**src/design/step_sequencer_index_generator_top_macros.svh**
```systemverilog
// assertion helpers for the step sequencer index generator
`ifndef STEP_SEQUENCER_INDEX_GENERATOR_TOP_MACROS_SVH
`define STEP_SEQUENCER_INDEX_GENERATOR_TOP_MACROS_SVH

// same-cycle implication, checked outside reset
`define SIS_ASSERT_SAME(label, ante, cons) \
  label: assert property (@(posedge clk_i) disable iff (!rst_ni) (ante) |-> (cons)) \
    else $error("step sequencer check failed");

// next-cycle implication, checked outside reset
`define SIS_ASSERT_NEXT(label, ante, cons) \
  label: assert property (@(posedge clk_i) disable iff (!rst_ni) (ante) |=> (cons)) \
    else $error("step sequencer check failed");

`endif

```
**src/design/sis_pkg.sv**
```systemverilog
`timescale 1ns / 1ps
`default_nettype none

package sis_pkg;

  localparam int unsigned MaxSteps  = 16;
  localparam int unsigned MinSteps  = 1;
  localparam int unsigned CountW    = 5;
  localparam int unsigned IdxW      = 5;
  localparam int unsigned OutW      = 4;
  localparam int unsigned CfgIdxW   = 2;
  localparam int unsigned CfgDataW  = 5;
  localparam int unsigned RandW     = 32;
  localparam logic [RandW-1:0] SeedValue = 32'h0030_3303;
  localparam int unsigned ShiftA    = 13;
  localparam int unsigned ShiftB    = 17;
  localparam int unsigned ShiftC    = 5;

  // remainder unit: digits of DigitBits bits, one digit per cycle
  localparam int unsigned DigitBits  = 4;
  localparam int unsigned DigitCount = RandW / DigitBits;
  localparam int unsigned DigitCntW  = $clog2(DigitCount);

  localparam logic [CfgIdxW-1:0] CFG_STEP_COUNT = 2'd0;
  localparam logic [CfgIdxW-1:0] CFG_PLAY_MODE  = 2'd1;

  localparam logic ACT_ADVANCE = 1'b0;
  localparam logic ACT_QUERY   = 1'b1;

  typedef enum logic [1:0] {
    MODE_FORWARD  = 2'd0,
    MODE_REVERSE  = 2'd1,
    MODE_PINGPONG = 2'd2,
    MODE_RANDOM   = 2'd3
  } play_mode_e;

  typedef enum logic [1:0] {
    ST_IDLE,
    ST_DIVIDE,
    ST_WRITE
  } seq_state_e;

endpackage

`default_nettype wire

```
**src/design/step_sequencer_index_generator_top.sv**
```systemverilog
`timescale 1ns / 1ps
`default_nettype none

// Step sequencer index generator. Each input item carries a current step and an action and
// gives one result item: the next step for the play mode (forward, reverse, ping-pong or
// random) or, for a query, the previous step. Non-random results are registered on acceptance
// and then loaded into the output register. For a random item the accepting cycle draws a new
// xorshift32 value and starts an iterative remainder unit, which reduces it modulo the clamped
// step count four bits per cycle. Input stall stays high from acceptance until the result is
// loaded into the output register; that register holds one result while the next item is
// accepted. Configuration writes are taken in every cycle and must only occur while idle.
module step_sequencer_index_generator_top
  import sis_pkg::*;
(
  input  wire logic                clk_i,
  input  wire logic                rst_ni,
  input  wire logic                in_valid_i,
  output logic                     in_stall_o,
  input  wire logic                action_i,
  input  wire logic [IdxW-1:0]     current_index_i,
  output logic                     out_valid_o,
  input  wire logic                out_stall_i,
  output logic      [OutW-1:0]     step_index_o,
  input  wire logic                cfg_valid_i,
  output logic                     cfg_ready_o,
  input  wire logic [CfgIdxW-1:0]  cfg_index_i,
  input  wire logic [CfgDataW-1:0] cfg_data_i
);

`include "step_sequencer_index_generator_top_macros.svh"

  seq_state_e        state_q, state_d;
  logic [CountW-1:0] step_count_q;
  play_mode_e        play_mode_q;
  logic              bounce_q, bounce_d;
  logic [OutW-1:0]   res_q, res_d;
  logic              out_valid_q, out_valid_d;
  logic [OutW-1:0]   out_data_q;
  logic              out_load;

  logic              in_accept;
  logic [CountW-1:0] len;
  logic              no_cur;
  logic [CountW-1:0] len_m1;
  logic [CountW-1:0] cur_m1;
  logic [CountW-1:0] cur_p1;
  logic signed [6:0] len_s;
  logic signed [6:0] cur_s;
  logic signed [6:0] pp_n;
  logic              pp_down;

  logic              draw;
  logic              mod_start;
  logic [RandW-1:0]  rand_value;
  logic              mod_done;
  logic [OutW-1:0]   mod_rem;

  assign in_accept   = in_valid_i && !in_stall_o;
  assign in_stall_o  = (state_q != ST_IDLE);
  assign cfg_ready_o = 1'b1;
  assign out_valid_o = out_valid_q;
  assign step_index_o = out_data_q;

  // clamped step count
  always_comb begin
    if (step_count_q < CountW'(MinSteps)) begin
      len = CountW'(MinSteps);
    end else if (step_count_q > CountW'(MaxSteps)) begin
      len = CountW'(MaxSteps);
    end else begin
      len = step_count_q;
    end
  end

  assign no_cur = (current_index_i >= len);
  assign len_m1 = len - CountW'(1);
  assign cur_m1 = current_index_i - CountW'(1);
  assign cur_p1 = current_index_i + CountW'(1);
  assign len_s  = signed'({2'b00, len});
  assign cur_s  = signed'({2'b00, current_index_i});

  // ping-pong next step and direction
  always_comb begin
    pp_down = bounce_q;
    if (no_cur) begin
      pp_n    = 7'sd0;
      pp_down = 1'b0;
    end else begin
      pp_n = bounce_q ? (cur_s - 7'sd1) : (cur_s + 7'sd1);
      if (pp_n >= len_s) begin
        pp_down = 1'b1;
        pp_n    = len_s - 7'sd2;
      end else if (pp_n < 7'sd0) begin
        pp_down = 1'b0;
        pp_n    = 7'sd1;
      end
      if (pp_n < 7'sd0) begin
        pp_n = pp_n + len_s;
      end
      if (pp_n >= len_s) begin
        pp_n = pp_n - len_s;
      end
      if (pp_n < 7'sd0 || pp_n >= len_s) begin
        pp_n = 7'sd0;
      end
    end
  end

  always_comb begin
    state_d     = state_q;
    bounce_d    = bounce_q;
    res_d       = res_q;
    draw        = 1'b0;
    mod_start   = 1'b0;
    out_load    = 1'b0;
    out_valid_d = out_valid_q && out_stall_i;
    unique case (state_q)
      ST_IDLE: begin
        if (in_accept) begin
          state_d = ST_WRITE;
          if (action_i == ACT_QUERY) begin
            res_d = (no_cur || current_index_i == '0) ? len_m1[OutW-1:0] : cur_m1[OutW-1:0];
          end else begin
            unique case (play_mode_q)
              MODE_FORWARD: begin
                res_d = (no_cur || cur_p1 == len) ? '0 : cur_p1[OutW-1:0];
              end
              MODE_REVERSE: begin
                res_d = (no_cur || current_index_i == '0) ? len_m1[OutW-1:0]
                                                           : cur_m1[OutW-1:0];
              end
              MODE_PINGPONG: begin
                res_d    = pp_n[OutW-1:0];
                bounce_d = pp_down;
              end
              MODE_RANDOM: begin
                draw      = 1'b1;
                mod_start = 1'b1;
                state_d   = ST_DIVIDE;
              end
              default: begin
                res_d = '0;
              end
            endcase
          end
        end
      end
      ST_DIVIDE: begin
        if (mod_done) begin
          res_d   = mod_rem;
          state_d = ST_WRITE;
        end
      end
      ST_WRITE: begin
        if (!out_valid_q || !out_stall_i) begin
          out_load    = 1'b1;
          out_valid_d = 1'b1;
          state_d     = ST_IDLE;
        end
      end
      default: begin
        state_d = ST_IDLE;
      end
    endcase
  end

  always_ff @(posedge clk_i or negedge rst_ni) begin
    if (!rst_ni) begin
      state_q     <= ST_IDLE;
      bounce_q    <= 1'b0;
      out_valid_q <= 1'b0;
    end else begin
      state_q     <= state_d;
      bounce_q    <= bounce_d;
      out_valid_q <= out_valid_d;
    end
  end

  always_ff @(posedge clk_i or negedge rst_ni) begin
    if (!rst_ni) begin
      step_count_q <= CountW'(MaxSteps);
      play_mode_q  <= MODE_FORWARD;
    end else if (cfg_valid_i && cfg_ready_o) begin
      unique case (cfg_index_i)
        CFG_STEP_COUNT: step_count_q <= cfg_data_i[CountW-1:0];
        CFG_PLAY_MODE:  play_mode_q  <= play_mode_e'(cfg_data_i[1:0]);
        default: begin
        end
      endcase
    end
  end

  always_ff @(posedge clk_i) begin
    res_q <= res_d;
    if (out_load) begin
      out_data_q <= res_q;
    end
  end

  sis_xorshift u_xorshift (
    .clk_i   (clk_i),
    .rst_ni  (rst_ni),
    .draw_i  (draw),
    .value_o (rand_value)
  );

  sis_mod_unit u_mod_unit (
    .clk_i      (clk_i),
    .rst_ni     (rst_ni),
    .start_i    (mod_start),
    .dividend_i (rand_value),
    .divisor_i  (len),
    .done_o     (mod_done),
    .rem_o      (mod_rem)
  );

  `SIS_ASSERT_NEXT(a_accept_leaves_idle, in_accept, state_q != ST_IDLE)
  `SIS_ASSERT_SAME(a_done_only_dividing, mod_done, state_q == ST_DIVIDE)
  `SIS_ASSERT_NEXT(a_write_fills_output, state_q == ST_WRITE && !out_valid_q, out_valid_q)

endmodule

`default_nettype wire

```
**src/design/sis_xorshift.sv**
```systemverilog
`timescale 1ns / 1ps
`default_nettype none

module sis_xorshift
  import sis_pkg::*;
(
  input  wire logic             clk_i,
  input  wire logic             rst_ni,
  input  wire logic             draw_i,
  output logic      [RandW-1:0] value_o
);

  logic [RandW-1:0] state_q;
  logic [RandW-1:0] seed;
  logic [RandW-1:0] s1;
  logic [RandW-1:0] s2;

  always_comb begin
    seed    = (state_q == '0) ? SeedValue : state_q;
    s1      = seed ^ (seed << ShiftA);
    s2      = s1 ^ (s1 >> ShiftB);
    value_o = s2 ^ (s2 << ShiftC);
  end

  always_ff @(posedge clk_i or negedge rst_ni) begin
    if (!rst_ni) begin
      state_q <= SeedValue;
    end else if (draw_i) begin
      state_q <= value_o;
    end
  end

endmodule

`default_nettype wire

```
**src/design/sis_mod_unit.sv**
```systemverilog
`timescale 1ns / 1ps
`default_nettype none

module sis_mod_unit
  import sis_pkg::*;
(
  input  wire logic              clk_i,
  input  wire logic              rst_ni,
  input  wire logic              start_i,
  input  wire logic [RandW-1:0]  dividend_i,
  input  wire logic [CountW-1:0] divisor_i,
  output logic                   done_o,
  output logic      [OutW-1:0]   rem_o
);

  logic                 busy_q;
  logic [DigitCntW-1:0] cnt_q;
  logic [RandW-1:0]     dividend_q;
  logic [OutW-1:0]      rem_q;
  logic [CountW-1:0]    divisor_q;
  logic [CountW-1:0]    part;
  logic [OutW-1:0]      rem_next;

  // one digit per cycle, msb first, remainder stays below the divisor
  always_comb begin
    rem_next = rem_q;
    for (int k = 0; k < DigitBits; k++) begin
      part = {rem_next, dividend_q[RandW-1-k]};
      if (part >= divisor_q) begin
        part = part - divisor_q;
      end
      rem_next = part[OutW-1:0];
    end
  end

  assign done_o = busy_q && (cnt_q == DigitCntW'(DigitCount - 1));
  assign rem_o  = rem_next;

  always_ff @(posedge clk_i or negedge rst_ni) begin
    if (!rst_ni) begin
      busy_q <= 1'b0;
      cnt_q  <= '0;
    end else if (start_i) begin
      busy_q <= 1'b1;
      cnt_q  <= '0;
    end else if (busy_q) begin
      busy_q <= !done_o;
      cnt_q  <= cnt_q + DigitCntW'(1);
    end
  end

  always_ff @(posedge clk_i) begin
    if (start_i) begin
      dividend_q <= dividend_i;
      divisor_q  <= divisor_i;
      rem_q      <= '0;
    end else if (busy_q) begin
      dividend_q <= dividend_q << DigitBits;
      rem_q      <= rem_next;
    end
  end

endmodule

`default_nettype wire
```
**config.mk**
```make
export PLATFORM = sky130hd
export DESIGN_NAME = step_sequencer_index_generator_top
export DESIGN_NICKNAME = d
export VERILOG_FILES = /design/src/design/sis_pkg.sv /design/src/design/step_sequencer_index_generator_top.sv /design/src/design/sis_xorshift.sv /design/src/design/sis_mod_unit.sv
export VERILOG_INCLUDE_DIRS = /design/src /design/src/design
export SDC_FILE = /design/constraint.sdc
export NUM_CORES = 1
export LEC_CHECK = 0
export ABC_AREA = 1
export BUFFER_PORTS_ARGS = -buffer_cell sky130_fd_sc_hd__clkbuf_2
export CAP_MARGIN = 30
export CELL_PAD_IN_SITES_DETAIL_PLACEMENT = 0
export CELL_PAD_IN_SITES_GLOBAL_PLACEMENT = 1
export CORE_UTILIZATION = 40
export CTS_CLUSTER_DIAMETER = 200
export DETAILED_ROUTE_END_ITERATION = 8
export GPL_TIMING_DRIVEN = 0
export PLACE_DENSITY = 0.83
export SETUP_SLACK_MARGIN = 0.4
export SKIP_LAST_GASP = 1
export SYNTH_ARGS = -nofsm -noshare
export SYNTH_HDL_FRONTEND = slang
export SYNTH_SLANG_ARGS = --single-unit
```
**constraint.sdc**
```tcl
create_clock -name clk_i -period 5.3 [get_ports clk_i]
set_input_delay 0.53 -clock clk_i [delete_from_list [all_inputs] [get_ports clk_i]]
set_output_delay 0.53 -clock clk_i [all_outputs]
set_load 0.02 [all_outputs]
```
==> results of run 1 <==
-- registers in the layout, summed over array words and instances, names as in the netlist --
| signal | count |
|---|---|
| u_mod_unit.dividend_q | 32 |
| u_xorshift.state_q | 32 |
| step_count_q | 5 |
| u_mod_unit.divisor_q | 5 |
| res_q | 4 |
| step_index_o | 4 |
| u_mod_unit.rem_q | 4 |
| u_mod_unit.cnt_q | 3 |
| play_mode_q | 2 |
| state_q | 2 |
| bounce_q | 1 |
| out_valid_o | 1 |
| u_mod_unit.busy_q | 1 |
-- critical path, delay by kind of cell --
kind | cells | cell delay [ns]
adder cells (fa/ha/maj) | 6 | 1.31
AND/OR/NAND/NOR | 29 | 2.46
AO/OA/AOI/OAI | 7 | 0.91
buffers and inverters | 8 | 0.66
-- worst min-delay path by stage --
| stage | from | to | slack, ns | cells after the start |
|---|---|---|---|---|
| 3_5_place_dp | res_q[1] | step_index_o[1] | 0.41 | 0 |
| 3_3_place_gp | res_q[1] | step_index_o[1] | 0.40 | 0 |
| 5_1_grt | rst_ni | u_xorshift.state_q[18] | 0.22 | 1 |
| 6_report | rst_ni | u_xorshift.state_q[15] | 0.18 | 1 |
| 4_1_cts | rst_ni | u_xorshift.state_q[18] | 0.20 | 1 |
| 2_1_floorplan | rst_ni | bounce_q | 0.23 | 0 |
-- per-stage QoR --
stage	worst slack [ns]	util [%]	TNS [ns]	hold slack [ns]	cells
floorplan	-0.09917	-	-0.3173	0.2344	869
global route	-0.6568	53.09	-4.626	0.2227	1191
CTS	-0.3305	50.68	-1.184	0.2021	1176
global placement	-1.185	44.76	-6.797	0.4028	1112
finish	-0.3544	53.09	-1.929	0.1834	1191
detailed placement	-1.233	45.05	-7.288	0.4088	1114
-- logic make-up (layout without fill, tap and decap cells) --
family	after synthesis	in the layout	synth area share, %
AOI/OAI and AO/OA	98	99	8.374
other	1	1	0.05421
DFF	96	96	37.86
buffers and inverters	132	233	7.307
xor gates and xnor gates	71	71	8.989
adders and majority gates	61	61	11.68
and+or+nand+nor	408	408	25.41
muxes	2	2	0.3255
-- placed cells by master (no fill, tap or decap), drive strengths merged, types with 2 or more instances in the layout --
master	count
mux2	2
inv	120
o211ai	8
a21oi	26
dfrtp	38
or2	2
nand3	38
xnor2	24
nor4	7
nand4	13
clkinv	4
a22o	2
fa	6
dfxtp	4
o21ai	49
o21a	2
nand2	280
nor2	55
ha	55
nand3b	5
nor3	6
edfxtp	45
dfstp	9
a211oi	3
clkbuf	42
and2	2
a41oi	2
xor2	47
buf	66
-- final cells by class --
type / instances / share of cell area, %
Clock inverter: 7 / 1.055
Sequential cell: 96 / 29.43
Clock buffer: 9 / 2.531
Multi-Input combinational cell: 642 / 50.66
Tap cell: 220 / 3.093
Timing Repair Buffer: 85 / 7.340
Inverter: 118 / 5.217
Buffer: 14 / 0.6749
-- metal layers --
layer	share of wire, %	routed length, µm	track usage [%]	vias to the layer above
met5	0	0	0	-
met1	47	8572	29.52	2780
li1	-	-	-	3010
met3	4.6	837	3.919	21
met4	1.5	272	6.881	0
met2	47	8490	33.45	131
-- timing repair --
item / CTS / global route
setup endpoints to repair: 8 / 8
pin swaps: 49 / 62
setup buffers: 45 / 15
cloned: 1 / 0
resized for setup: 64 / 63
==> flow_summary.yaml, run 1 <==
run_status:
  status: "finished, violations left"
  violations: "negative setup slack"
sta:
  rsz0062_at_grt: "true"
  slew-limit-headroom_pct: 55.07
  period_share_pct: 106.7
  setup_viol: 8
  fin_skew_ns: 0.01558
  hold_violations: 0
  max_freq_ghz: 0.1769
  setup_slack_ns: -0.3544
  final-max-slew-violation-count: 0
  worst_pin_slew_ns: 0.6740
  period_needed_ns: 5.654
yosys:
  yosys-top-cells-area: "edfxtp_1, nand2_1, dfrtp_1"
  synthArstFlopShare_pct: 48.96
  syn_area_per_cell_um2: 7.961
  synthFlopType: "edfxtp_1"
  synthesis.area_um2: 6918
  ys_seq_area_share_pct: 37.85
  syn_nets: 948
  synthCells: 869
  synth_top_area_cell: "edfxtp_1"
  synth_edf_count: 45
  synth_top_area_share_pct: 19.53
  yosysWarnings: 0
  ys_ff_latch: 96
  synthDistinctLibCells: 52
  yosysMostFrequentCell: "nand2_1"
  yosys-top-cells-count: "nand2_1, inv_1, ha_1"
worst_setup_path:
  rr_worst_depth: 34
  crit_start: "current_index_i[0]"
  cp.required_ns: 5.54
  r2r-start: "u_mod_unit.divisor_q[2]"
  start_kind: "input port"
  cp_max_fo: 6
  crit_path_end_kind: "flip-flop"
  worst-setup-path-type: "in -> reg"
  r2r_slack_ns: -0.30
  reg2reg_to: "res_q[0]"
  critical_path.most_common_cell: "nand2_1"
  cp-endpoint: "res_q[0]"
  worstPathArrival_ns: 5.89
  slowest_stage: "fa_2"
  slowest_delay_ns: 0.34
place:
  port_buffers: 23
  placed_area_um2: 7550
  gp_congestion: 0.8843
  dpl.hpwl_um: 13040
route:
  vias_per_cell: 4.989
  postRouteWirelength_um: 18170
  drc_errors: 0
  wire_per_inst_um: 15.26
  postRouteAntennaNets: 0
  num_vias: 5942
  first_pass_iters: 5
  first_iter_violations: 383
floorplan:
  fp-row-count: 47
  pin_count: 25
  die-height_um: 133.5
  die_area_um2: 17820
  start_util_pct: 41.28
  die_w_um: 133.5
  core_area_um2: 16760
cts:
  htree_levels: 3
  clk_pin_slew_ns: 0.09
  cts.sink_count: 96
  clock_path_buffers: 2
  cts_hold_buf: 0
  cts_buffers: 9
  cts_tree: "done"
  cts_root_buffer: "clkbuf_16"
  insertion_delay_ns: 0.37
cells_and_area:
  diodes: 0
  fill_cells: 1536
  multi_input_area_um2: 4508
  final_area_um2: 8899
  drive_above_1_share_pct: 28.01
  area_growth_pct: 28.63
  seq_area_um2: 2619
  final_nets: 1045
global_routing:
  grt_overflow: 0
  antenna_found_initial: 0
  grt_use_total_pct: 21.27
  grt_pass1_wl_um: 29480
  grt_max_degree: 26
  grt_pass1_vias: 5792
min_path:
  hold_class: "in -> async"
job:
  cap_violations: 0
Power of run 1 is not shown: default switching activity piles up to over one toggle a cycle in this logic, so the estimate is an artifact.
==> run 2, diff against run 1 <==
- CORE_UTILIZATION: 40 -> 43
- PLACE_DENSITY: 0.83 -> 0.88
==> flow_summary.yaml, run 2 (synthesis results as in run 1) <==
worst_setup_path:
  start_kind: "input port"
  r2r-start: "step_count_q[4]"
  cp.required_ns: 5.41
  cp_max_fo: 5
  crit_start: "current_index_i[0]"
  crit_buf_inv: 18
  crit_path_end_kind: "flip-flop"
  worstPathArrival_ns: 5.92
  slowest_delay_ns: 0.27
  r2r_slack_ns: -0.39
  slowest_stage: "ha_1"
  cpLargestDelayFamily: "simple AND/OR/NAND/NOR gates"
  worst-setup-path-type: "in -> reg"
route:
  postRouteAntennaNets: 0
  first_pass_iters: 5
  postRouteWirelength_um: 19100
  num_vias: 6192
  vias_per_cell: 5.126
  drc_errors: 0
  first_iter_violations: 389
  wire_per_inst_um: 15.81
place:
  dpl.hpwl_um: 13120
  gp_congestion: 0.9544
  port_buffers: 23
  dp_slack_ns: -1.228
cts:
  cts_tree: "done"
  insertion_delay_ns: 0.35
  clk_pin_slew_ns: 0.07
  htree_levels: 3
  cts_root_buffer: "clkbuf_16"
  cts_buffers: 9
  cts.sink_count: 96
  clock_path_buffers: 2
sta:
  hold_violations: 0
  period_needed_ns: 5.805
  worst_pin_slew_ns: 0.6612
  rsz0062_at_grt: "true"
  fin_skew_ns: 0.009473
  max_freq_ghz: 0.1723
  setup_viol: 8
  final-max-slew-violation-count: 0
  setup_slack_ns: -0.5047
  slew-limit-headroom_pct: 55.92
  period_share_pct: 109.5
cells_and_area:
  final_cell_mix: "nand2_1, inv_1, buf_4"
  final_nets: 1066
  final_common_cell: "nand2_1"
  drive_above_1_share_pct: 29.03
  area_growth_pct: 29.70
  reg_top3: "u_mod_unit.dividend_q: 32 flops, u_xorshift.state_q: 32 flops"
  diodes: 0
global_routing:
  antenna_found_initial: 0
  grt_pass1_wl_um: 30030
  grt_max_degree: 31
  grt_use_total_pct: 23.63
  grt_overflow: 0
  grt_pass1_vias: 5848
floorplan:
  die_w_um: 128.8
  die-height_um: 128.8
  fp-row-count: 46
  start_util_pct: 43.87
  core_area_um2: 15770
  die_area_um2: 16600
  pin_count: 25
min_path:
  hold_class: "in -> async"
job:
  cap_violations: 0
run_status:
  violations: "negative setup slack"
  status: "finished, violations left"
[run 2: repair_timing]
| item | CTS | global route |
|---|---|---|
| endpoints found under the setup margin | 8 | 8 |
| pin swaps | 56 | 55 |
| setup buffers | 65 | 17 |
| hold endpoints to repair | 0 | 0 |
| resized for setup | 72 | 47 |
| hold buffers | 0 | 0 |
[run 2: path summary, 6_finish.rpt]
check,to,depth (start not counted)
max in group asynchronous,step_count_q[4],2
max reg2reg,res_q[1],50
min in group clk_i,out_valid_o,3
min,u_xorshift.state_q[4],1
max,res_q[1],51
min reg2reg,step_index_o[3],0
[run 2: area by class of cell]
type | instances | area (µm²)
buffer | 14 | 60.06
clock buffer | 12 | 256.5
clock inverter | 4 | 36.28
fill | 1401 | 6798
inverter | 118 | 464.2
multi-input combinational | 641 | 4448
sequential | 96 | 2619
tap | 216 | 270.3
timing repair buffer | 107 | 818.3
[run 2: per-layer routing]
metal / track usage [%] / part of all wire [%]
met1: 32.25 / 47
met3: 3.326 / 3.4
met4: 7.197 / 2.1
met2: 38.86 / 48
met5: 0 / 0
[run 2: per-stage QoR]
step / setup TNS (ns) / std cells / area [µm²] / util (%) / hold slack (ns)
after CTS: -1.481 / 1191 / 8633 / 54.74 / 0.1356
final: -2.239 / 1208 / 8972 / 56.89 / 0.1345
after detailed placement: -7.542 / 1110 / 7545 / 47.84 / 0.4045
after global routing: -4.756 / 1208 / 8972 / 56.89 / 0.1629
after floorplan: -0.3173 / 869 / 7112 / - / 0.2344
after global placement: -6.800 / 1108 / 7497 / 47.54 / 0.4023
Power of run 2 is left out for the same reason.
